`src/hw/rtl/tqcs_pkg.sv`:
```
// Shared types, widths and codes of the telemetry quadratic coefficient search.
// Depends on nothing; every RTL file of the block refers to it by scoped names.
package tqcs_pkg;

  // Fixed-point format of the target value.
  localparam int FRACTION_BITS = 8;
  localparam int VALUE_W       = 32;

  // Coefficient, sample and square widths.
  localparam int COEF_W = 8;
  localparam int X_W    = 8;
  localparam int XSQ_W  = 2 * X_W;
  localparam int MULT_W = XSQ_W + 1;
  localparam int PROD_W = COEF_W + MULT_W;

  // A polynomial value a*x*x + b*x + c with one guard bit.
  localparam int POLY_W  = PROD_W + 1;
  localparam int SHIFT_W = POLY_W + FRACTION_BITS;
  localparam int DIFF_W  = ((SHIFT_W > VALUE_W) ? SHIFT_W : VALUE_W) + 1;
  localparam int ERR_W   = DIFF_W - 1;

  // Scan limits of every coefficient.
  localparam logic signed [COEF_W-1:0] COEF_FIRST = {1'b1, {(COEF_W-1){1'b0}}};
  localparam logic signed [COEF_W-1:0] COEF_LAST  = {1'b0, {(COEF_W-1){1'b1}}};
  localparam logic [X_W-1:0]           X_LAST     = {X_W{1'b1}};

  // Search phase of a candidate.
  localparam logic [1:0] PH_A = 2'd0;
  localparam logic [1:0] PH_B = 2'd1;
  localparam logic [1:0] PH_C = 2'd2;

  typedef logic signed [VALUE_W-1:0] value_t;
  typedef logic signed [COEF_W-1:0]  coef_t;
  typedef logic [X_W-1:0]            x_t;
  typedef logic [XSQ_W-1:0]          xsq_t;

  // One candidate issued by the sequencer to the shared unit.
  typedef struct packed {
    logic       valid;
    logic       first;
    logic [1:0] phase;
    coef_t      coef;
    x_t         x;
    xsq_t       xsq;
  } cand_t;

  // Best fit found so far.
  typedef struct packed {
    coef_t coeff_a;
    coef_t coeff_b;
    coef_t coeff_c;
    x_t    raw_x;
  } fit_t;

endpackage

```
`src/hw/rtl/tqcs_in_if.sv`:
```
// Input channel of the coefficient search: one target value per beat.
// Depends on tqcs_pkg for the payload type.
interface tqcs_in_if;
  logic             valid;
  logic             ready;
  tqcs_pkg::value_t value;

  modport source (output valid, output value, input ready);
  modport sink (input valid, input value, output ready);
endinterface

```
`src/hw/rtl/tqcs_out_if.sv`:
```
// Result channel of the coefficient search: one fitted coefficient set per beat.
// Depends on tqcs_pkg for the payload types.
interface tqcs_out_if;
  logic            valid;
  logic            ready;
  tqcs_pkg::coef_t coeff_a;
  tqcs_pkg::coef_t coeff_b;
  tqcs_pkg::coef_t coeff_c;
  tqcs_pkg::x_t    raw_x;

  modport source (output valid, output coeff_a, output coeff_b, output coeff_c,
                  output raw_x, input ready);
  modport sink (input valid, input coeff_a, input coeff_b, input coeff_c,
                input raw_x, output ready);
endinterface

```
`src/hw/rtl/tqcs_eval.sv`:
```
// Shared multiply-add and error compare unit of the coefficient search.
// Depends on tqcs_pkg for widths, phase codes and the candidate struct.
module tqcs_eval (
  input  logic              clk,
  input  logic              rst_n,
  input  logic              load_i,
  input  tqcs_pkg::value_t  value_i,
  input  tqcs_pkg::cand_t   cand_i,
  output tqcs_pkg::fit_t    best_o
);

  tqcs_pkg::value_t                       target_r;
  logic signed [tqcs_pkg::POLY_W-1:0]     poly_r, poly_nxt;
  tqcs_pkg::cand_t                        pipe_r;
  logic signed [tqcs_pkg::POLY_W-1:0]     best_poly_r;
  logic signed [tqcs_pkg::POLY_W-1:0]     base_r;
  logic [tqcs_pkg::ERR_W-1:0]             best_err_r;
  tqcs_pkg::fit_t                         best_r;

  logic [tqcs_pkg::MULT_W-1:0]            mult;
  logic signed [tqcs_pkg::POLY_W-1:0]     base;
  logic signed [tqcs_pkg::PROD_W-1:0]     prod;
  logic signed [tqcs_pkg::DIFF_W-1:0]     diff;
  logic [tqcs_pkg::ERR_W-1:0]             err;
  logic                                   take;

  // The target is held for the whole search.
  always_ff @(posedge clk) begin
    if (load_i) begin
      target_r <= value_i;
    end
  end

  // The base of a phase is the best polynomial of the phase before it. It is taken
  // straight from the best register for the first candidate and frozen after that,
  // because candidates taken within the phase overwrite the best register.
  always_ff @(posedge clk) begin
    if (cand_i.valid && cand_i.first) begin
      base_r <= best_poly_r;
    end
  end

  // Operand selection: a scales x*x, b scales x, c is added as it is.
  always_comb begin
    case (cand_i.phase)
      tqcs_pkg::PH_A: begin
        mult = {1'b0, cand_i.xsq};
        base = '0;
      end
      tqcs_pkg::PH_B: begin
        mult = tqcs_pkg::MULT_W'(best_r.raw_x);
        base = cand_i.first ? best_poly_r : base_r;
      end
      default: begin
        mult = tqcs_pkg::MULT_W'(1);
        base = cand_i.first ? best_poly_r : base_r;
      end
    endcase
    prod     = cand_i.coef * $signed(mult);
    poly_nxt = base + tqcs_pkg::POLY_W'(prod);
  end

  // First stage: the candidate's polynomial value.
  always_ff @(posedge clk) begin
    if (!rst_n) begin
      pipe_r.valid <= 1'b0;
    end else begin
      pipe_r.valid <= cand_i.valid;
    end
    pipe_r.first <= cand_i.first;
    pipe_r.phase <= cand_i.phase;
    pipe_r.coef  <= cand_i.coef;
    pipe_r.x     <= cand_i.x;
    pipe_r.xsq   <= cand_i.xsq;
    poly_r       <= poly_nxt;
  end

  // Second stage: exact absolute error against the target.
  always_comb begin
    diff = (tqcs_pkg::DIFF_W'(poly_r) <<< tqcs_pkg::FRACTION_BITS)
           - tqcs_pkg::DIFF_W'(target_r);
    if (diff[tqcs_pkg::DIFF_W-1]) begin
      err = tqcs_pkg::ERR_W'(-diff);
    end else begin
      err = tqcs_pkg::ERR_W'(diff);
    end
    take = pipe_r.valid && (pipe_r.first || (err < best_err_r));
  end

  // The first candidate of a phase always opens it; later ones must be strictly better.
  always_ff @(posedge clk) begin
    if (take) begin
      best_err_r  <= err;
      best_poly_r <= poly_r;
      case (pipe_r.phase)
        tqcs_pkg::PH_A: begin
          best_r.coeff_a <= pipe_r.coef;
          best_r.raw_x   <= pipe_r.x;
        end
        tqcs_pkg::PH_B: begin
          best_r.coeff_b <= pipe_r.coef;
        end
        default: begin
          best_r.coeff_c <= pipe_r.coef;
        end
      endcase
    end
  end

  assign best_o = best_r;

endmodule

```
`src/hw/rtl/tqcs_seq.sv`:
```
// Sequencer of the coefficient search: walks the three scans and issues candidates.
// Depends on tqcs_pkg for widths, scan limits, phase codes and the candidate struct.
module tqcs_seq (
  input  logic            clk,
  input  logic            rst_n,
  input  logic            start_i,
  input  logic            out_free_i,
  output logic            in_ready_o,
  output logic            done_o,
  output tqcs_pkg::cand_t cand_o
);

  localparam logic [2:0] ST_IDLE   = 3'd0;
  localparam logic [2:0] ST_SCAN_A = 3'd1;
  localparam logic [2:0] ST_WAIT_A = 3'd2;
  localparam logic [2:0] ST_SCAN_B = 3'd3;
  localparam logic [2:0] ST_WAIT_B = 3'd4;
  localparam logic [2:0] ST_SCAN_C = 3'd5;
  localparam logic [2:0] ST_WAIT_C = 3'd6;
  localparam logic [2:0] ST_FIN    = 3'd7;

  logic [2:0]          state_r, state_nxt;
  tqcs_pkg::coef_t     k_r, k_nxt;
  tqcs_pkg::x_t        x_r, x_nxt;
  tqcs_pkg::xsq_t      xsq_r, xsq_nxt;

  logic k_first, k_last;

  assign k_first = (k_r == tqcs_pkg::COEF_FIRST);
  assign k_last  = (k_r == tqcs_pkg::COEF_LAST);

  // Next state and scan counters; the wait states let the last candidate settle.
  always_comb begin
    state_nxt = state_r;
    k_nxt     = k_r;
    x_nxt     = x_r;
    xsq_nxt   = xsq_r;
    case (state_r)
      ST_IDLE: begin
        if (start_i) begin
          state_nxt = ST_SCAN_A;
          k_nxt     = tqcs_pkg::COEF_FIRST;
          x_nxt     = '0;
          xsq_nxt   = '0;
        end
      end
      ST_SCAN_A: begin
        if (k_last && (x_r == tqcs_pkg::X_LAST)) begin
          state_nxt = ST_WAIT_A;
        end else if (k_first || (x_r == tqcs_pkg::X_LAST)) begin
          // The lowest a is tried at x = 0 only.
          k_nxt   = k_r + 1'b1;
          x_nxt   = '0;
          xsq_nxt = '0;
        end else begin
          x_nxt   = x_r + 1'b1;
          xsq_nxt = xsq_r + {{(tqcs_pkg::X_W-1){1'b0}}, x_r, 1'b1};
        end
      end
      ST_WAIT_A: begin
        state_nxt = ST_SCAN_B;
        k_nxt     = tqcs_pkg::COEF_FIRST;
      end
      ST_SCAN_B: begin
        if (k_last) begin
          state_nxt = ST_WAIT_B;
        end else begin
          k_nxt = k_r + 1'b1;
        end
      end
      ST_WAIT_B: begin
        state_nxt = ST_SCAN_C;
        k_nxt     = tqcs_pkg::COEF_FIRST;
      end
      ST_SCAN_C: begin
        if (k_last) begin
          state_nxt = ST_WAIT_C;
        end else begin
          k_nxt = k_r + 1'b1;
        end
      end
      ST_WAIT_C: begin
        state_nxt = ST_FIN;
      end
      default: begin
        if (out_free_i) begin
          state_nxt = ST_IDLE;
        end
      end
    endcase
  end

  always_ff @(posedge clk) begin
    if (!rst_n) begin
      state_r <= ST_IDLE;
    end else begin
      state_r <= state_nxt;
    end
    k_r   <= k_nxt;
    x_r   <= x_nxt;
    xsq_r <= xsq_nxt;
  end

  // Candidate issued to the shared unit.
  always_comb begin
    cand_o.valid = (state_r == ST_SCAN_A) || (state_r == ST_SCAN_B)
                   || (state_r == ST_SCAN_C);
    cand_o.first = k_first;
    cand_o.coef  = k_r;
    cand_o.x     = x_r;
    cand_o.xsq   = xsq_r;
    case (state_r)
      ST_SCAN_B: cand_o.phase = tqcs_pkg::PH_B;
      ST_SCAN_C: cand_o.phase = tqcs_pkg::PH_C;
      default:   cand_o.phase = tqcs_pkg::PH_A;
    endcase
  end

  assign in_ready_o = (state_r == ST_IDLE);
  assign done_o     = (state_r == ST_FIN) && out_free_i;

endmodule

```
`src/hw/rtl/telemetry_quadratic_coeff_search_top.sv`:
```
// Top level of the telemetry quadratic coefficient search.
// Depends on tqcs_pkg, tqcs_in_if, tqcs_out_if, tqcs_seq and tqcs_eval.

// Each beat on in_ch carries a signed Q24.8 target; the block fits it greedily to
// a*x*x + b*x + c and returns one beat on out_ch with a, b, c and x. The block takes
// one target at a time: between the accepting beat and the result it walks 65281
// candidates for a and x, 256 for b and 256 for c, with a settle state after each
// scan and a final state that loads the result, because one shared multiply-add
// and error compare unit evaluates one candidate per cycle. The next beat is
// accepted only once the sequencer is back in its idle state. A result waits in an
// output register, so the next target is accepted while the previous result is not yet taken.
module telemetry_quadratic_coeff_search_top (
  input  logic        clk,
  input  logic        rst_n,
  tqcs_in_if.sink     in_ch,
  tqcs_out_if.source  out_ch
);

  tqcs_pkg::cand_t cand;
  tqcs_pkg::fit_t  best;
  logic            start, out_free, done, in_ready;
  logic            out_valid_r, out_valid_nxt;
  tqcs_pkg::fit_t  out_r;

  assign start    = in_ch.valid;
  assign out_free = !out_valid_r || out_ch.ready;

  tqcs_seq u_seq (
    .clk        (clk),
    .rst_n      (rst_n),
    .start_i    (start),
    .out_free_i (out_free),
    .in_ready_o (in_ready),
    .done_o     (done),
    .cand_o     (cand)
  );

  tqcs_eval u_eval (
    .clk     (clk),
    .rst_n   (rst_n),
    .load_i  (in_ch.valid && in_ready),
    .value_i (in_ch.value),
    .cand_i  (cand),
    .best_o  (best)
  );

  assign in_ch.ready = in_ready;

  // Output register: loaded when a search ends, cleared when its beat is taken.
  always_comb begin
    if (done) begin
      out_valid_nxt = 1'b1;
    end else if (out_ch.ready) begin
      out_valid_nxt = 1'b0;
    end else begin
      out_valid_nxt = out_valid_r;
    end
  end

  always_ff @(posedge clk) begin
    if (!rst_n) begin
      out_valid_r <= 1'b0;
    end else begin
      out_valid_r <= out_valid_nxt;
    end
    if (done) begin
      out_r <= best;
    end
  end

  assign out_ch.valid   = out_valid_r;
  assign out_ch.coeff_a = out_r.coeff_a;
  assign out_ch.coeff_b = out_r.coeff_b;
  assign out_ch.coeff_c = out_r.coeff_c;
  assign out_ch.raw_x   = out_r.raw_x;

endmodule

```
`src/flat_wrapper.sv`:
```
// flat-port wrapper written by rule: the top's interface ports become plain ports
module telemetry_quadratic_coeff_search_top_flat 
  (clk, rst_n, in_ch_valid, in_ch_value, in_ch_ready, out_ch_valid, out_ch_coeff_a, out_ch_coeff_b, out_ch_coeff_c, out_ch_raw_x, out_ch_ready);
  tqcs_in_if in_ch_i ();
  tqcs_out_if out_ch_i ();
  input  logic clk;
  input  logic rst_n;
  input wire logic [$bits(in_ch_i.valid)-1:0] in_ch_valid;
  input wire logic [$bits(in_ch_i.value)-1:0] in_ch_value;
  output wire logic [$bits(in_ch_i.ready)-1:0] in_ch_ready;
  output wire logic [$bits(out_ch_i.valid)-1:0] out_ch_valid;
  output wire logic [$bits(out_ch_i.coeff_a)-1:0] out_ch_coeff_a;
  output wire logic [$bits(out_ch_i.coeff_b)-1:0] out_ch_coeff_b;
  output wire logic [$bits(out_ch_i.coeff_c)-1:0] out_ch_coeff_c;
  output wire logic [$bits(out_ch_i.raw_x)-1:0] out_ch_raw_x;
  input wire logic [$bits(out_ch_i.ready)-1:0] out_ch_ready;
  assign in_ch_i.valid = in_ch_valid;
  assign in_ch_i.value = in_ch_value;
  assign in_ch_ready = in_ch_i.ready;
  assign out_ch_valid = out_ch_i.valid;
  assign out_ch_coeff_a = out_ch_i.coeff_a;
  assign out_ch_coeff_b = out_ch_i.coeff_b;
  assign out_ch_coeff_c = out_ch_i.coeff_c;
  assign out_ch_raw_x = out_ch_i.raw_x;
  assign out_ch_i.ready = out_ch_ready;
  telemetry_quadratic_coeff_search_top u_core (.clk(clk), .rst_n(rst_n), .in_ch(in_ch_i), .out_ch(out_ch_i));
endmodule
```
`config.mk`:
```
export PLATFORM = sky130hd
export DESIGN_NAME = telemetry_quadratic_coeff_search_top_flat
export DESIGN_NICKNAME = d
export VERILOG_FILES = /design/src/hw/rtl/tqcs_pkg.sv /design/src/hw/rtl/tqcs_in_if.sv /design/src/hw/rtl/tqcs_out_if.sv /design/src/hw/rtl/tqcs_eval.sv /design/src/hw/rtl/tqcs_seq.sv /design/src/hw/rtl/telemetry_quadratic_coeff_search_top.sv /design/src/flat_wrapper.sv
export SDC_FILE = /design/constraint.sdc
export NUM_CORES = 1
export LEC_CHECK = 0
export ABC_AREA = 1
export ABC_CLOCK_PERIOD_IN_PS = 7700
export BUFFER_PORTS_ARGS = -buffer_cell sky130_fd_sc_hd__buf_4
export CAP_MARGIN = 15
export CORE_MARGIN = 1.5
export CORE_UTILIZATION = 29
export DETAILED_ROUTE_END_ITERATION = 16
export SLEW_MARGIN = 20
export SYNTH_ARGS = -nofsm -noshare
export SYNTH_HDL_FRONTEND = slang
export SYNTH_SLANG_ARGS = --single-unit
```
`constraint.sdc`:
```
create_clock -name clk -period 7.7 [get_ports clk]
set_input_delay 0.77 -clock clk [delete_from_list [all_inputs] [get_ports clk]]
set_output_delay 0.77 -clock clk [all_outputs]
set_load 0.005 [all_outputs]
```
==> impl_results.md <==
* Status: complete, no violations
* Worst Skew at roughly 0.02 ns
* Register area at between 7000 and 8000 sq um
* Post-layout net count at between 2k and 2.5k
* Fin crit share at between 80% and 90%
* CTS buffer count at 30
* Wire per inst at about 16 um
* Vias in the first global route at 13.8k
* CTS max path bufs at 3
* Slowest library cell on the worst path: fa_1
* Setup TNS at 0 ns
* Fmax at between 100 and 150 MHz
* Initial Utilization at 29.5%
* Clk sinks at about 260
* RePlAce Congestion at 0.923
* Largest net degree at the start of global routing at 35
* Post-synthesis compound-gate area fraction at 6.40%
* Distinct cell type count after synthesis at 49
* Post-CTS resize count at 0
* Drt via density at around 4.5
* Drt total wl at 45.4 mm
* Measured slew at the worst slew-check pin at between 0.9 and 1 ns
* Total track usage at between 10% and 20%
* Multi-input logic area at roughly 9000 sq um
* Max-cap violations at 0
* Largest family of logic cells by synthesized area: adder cells
* IO Count at 70
* CP required at a little over 8 ns
* Core area at between 60000 and 70000 sq um
* Synth Area in Adders at a little over a fifth
* Critical path arrival at slightly above 7 ns
* Tmin final at ~6.8 ns
* Syn_area_per_cell at about 9.0 sq um
* # DRC at 0
* Die area at 63300 sq um
* Root Driver: clkbuf_16
* Die span in y at around 250 um
* Multiplexer share of the synthesized area at 0%
* Synth Area in Simple Gates at 19.1%
* Final setup viols at 0
* Chip Width at between 200 and 300 um
* Detailed Routing Iterations Pass 1 at 6
* Sequential element share of the synthesized area at 41.5%
* CP Class: flop to flop
* Final Hold Vio Count at 0
* Hold buffer count at CTS at 0
* Syn. warnings at 0
* Clock transition at the registers of the reported paths at 0.06 ns
* GRT overflow at 0
* Synthesized area at 17900 sq um
* Largest delay share family, worst path: adder cells
* Fraction of registers with async set/reset at 0%
* Initial DRC Count at roughly 700
* Area Growth Syn to Fin at 15.2%
* Cell count after synthesis at 2001
* Clock Latency Late Sink at approximately 0.58 ns
* Post-Synthesis Net Count at 2286
* Hold Path Class: primary input to flop
* Initial antenna violation count at 0
* Startpoint Class: flop
* Placement row count at 90
* Worst Setup End Kind: flop
* Crit-path max cell delay at about 0.55 ns
* Number of flops mapped to enable cells by yosys at 214
* CTS H-tree lvls at 1
* Final Slew Violations at 0
* RSZ-0062 raised after global routing: false
* Register bit total from synthesis at ~260
* WP buf/inv at 6
* Routed vias at roughly 13k
* Antenna diode count at 0
* Fill count at approximately 6.2k
* Prevailing post-synth register cell: edfxtp_1
* TritonCTS clock tree: done
* Post-DP HPWL at roughly 37 mm
* Crit Path Max Fanout at 25
* Share of post-route cells with drive strength above 1 at 7.97%
* First-pass GRT wire length at approximately 74 mm
* Slew margin rel. at 37.6%
* Xor/xnor share of the synthesized area at 2.54%
* Post-CTS Setup Inserts at 0
* Post-DRT Antenna Nets at 0
* Port bufs at between 60 and 70
worst paths after layout:
check | startpoint | end | slack (ns) | cells after the start
max | u_core.u_seq.state_r[2]$_SDFFE_PN0P_ | u_core.u_eval.poly_r[20]$_DFF_P_ | 0.92 | 27
max reg2reg | u_core.u_seq.state_r[2]$_SDFFE_PN0P_ | u_core.u_eval.poly_r[20]$_DFF_P_ | 0.92 | 27
min reg2reg | u_core.u_eval.pipe_r[20]$_DFF_P_ | u_core.u_eval.best_o[4]$_DFFE_PP_ | 0.40 | 0
min | in_ch_value[23] | u_core.u_eval.target_r[23]$_DFFE_PP_ | 0.37 | 1
state kept, by name, summed over array words and instances, names as in the netlist, 8 cells and up:
name,cells
u_core.u_seq.xsq_r,16
u_core.out_ch.coeff_a,8
u_core.u_eval.best_err_r,34
u_core.u_eval.best_poly_r,26
u_core.out_ch.coeff_b,8
u_core.out_ch.coeff_c,8
u_core.u_seq.k_r,8
u_core.u_seq.x_r,8
u_core.u_eval.pipe_r,20
u_core.u_eval.base_r,26
u_core.u_eval.poly_r,26
u_core.u_eval.target_r,32
u_core.out_ch.raw_x,8
u_core.u_eval.best_o,32
final cells by class:
class                           count  area share (%)
Timing Repair Buffer               88            3.26
Sequential cell                   264            36.0
Multi-Input combinational cell   1332            43.6
Clock inverter                     15            1.19
Clock buffer                       41            4.29
Inverter                          381            6.93
Tap cell                          782            4.74
stage by stage:
| step | cell area (sq um) | util [%] | setup WS [ns] | std cells | hold WS [ns] |
|---|---|---|---|---|---|
| final | 20600 | 34.0 | 0.923 | 2903 | 0.374 |
| after CTS | 20600 | 34.0 | 0.978 | 2903 | 0.330 |
| after detailed placement | 19500 | 32.1 | 1.03 | 2847 | 0.390 |
| after floorplan | 17900 | - | 1.81 | 2001 | 0.346 |
| after global placement | 19500 | 32.1 | 1.14 | 2847 | 0.387 |
| after global routing | 20600 | 34.0 | 0.405 | 2903 | 0.342 |
synthesized netlist by cell type (all sizes together) (11+ instances only):
cell | instances | area, sq um
nor3 | 19 | 100
dfxtp | 50 | 1000
nand4 | 20 | 125
a21oi | 83 | 415
xnor2 | 19 | 166
xor2 | 33 | 289
ha | 140 | 1750
nand3b | 11 | 82.6
nor2 | 259 | 1010
o21ai | 71 | 359
nand3 | 70 | 355
fa | 109 | 2180
edfxtp | 214 | 6430
nand2 | 436 | 1660
clkbuf | 20 | 75.1
inv | 378 | 1420
placed cells by master (no fill, tap or decap), types with 50 or more instances in the layout:
cell / synthesis / final
a21oi_1: 83 / 83
ha_1: 140 / 140
dfxtp_1: 50 / 50
edfxtp_1: 214 / 214
inv_1: 377 / 376
fa_1: 109 / 109
nor2_1: 248 / 245
nand2_1: 430 / 430
o21ai_0: 68 / 67
buf_4: 2 / 87
nand3_1: 69 / 69
metal layers:
layer / up-vias / GRT usage [%] / routed length, um
met3: 59 / 1.80 / 1710
met4: 0 / 4.18 / 1280
li1: 6608 / - / -
met1: 6254 / 19.3 / 21000
met2: 260 / 25.4 / 21400
met5: - / 0 / 0
worst register-to-register path: stages, from the launching register on:
cell and delay (ns):
dfxtp_1 0.43, nand2_1 0.16, nand2_1 0.34, nor2_1 0.11, inv_1 0.20, buf_4 0.35, a22oi_1 0.25, inv_1 0.17
nand2_1 0.09, fa_1 0.55, inv_1 0.06, fa_1 0.50, inv_1 0.05, fa_1 0.48, inv_1 0.06, fa_1 0.44
fa_1 0.46, ha_1 0.38, a21oi_1 0.22, nor2_1 0.07, o21ai_0 0.16, o211ai_1 0.14, a21oi_1 0.24, o21ai_0 0.16
a21boi_0 0.36, o21ai_0 0.13, nand2_1 0.07, nand2_1 0.05
cell families (layout without fill, tap and decap cells):
group | Yosys count | after routing
simple gates | 829 | 829
buf+inv | 405 | 525
xor+xnor | 52 | 52
compound gates | 202 | 202
flops | 264 | 264
fa+ha+maj | 249 | 249
Power is left out: the tool's default activity adds up to more than one toggle a clock period on the data nets, which glitch-free logic cannot reach.
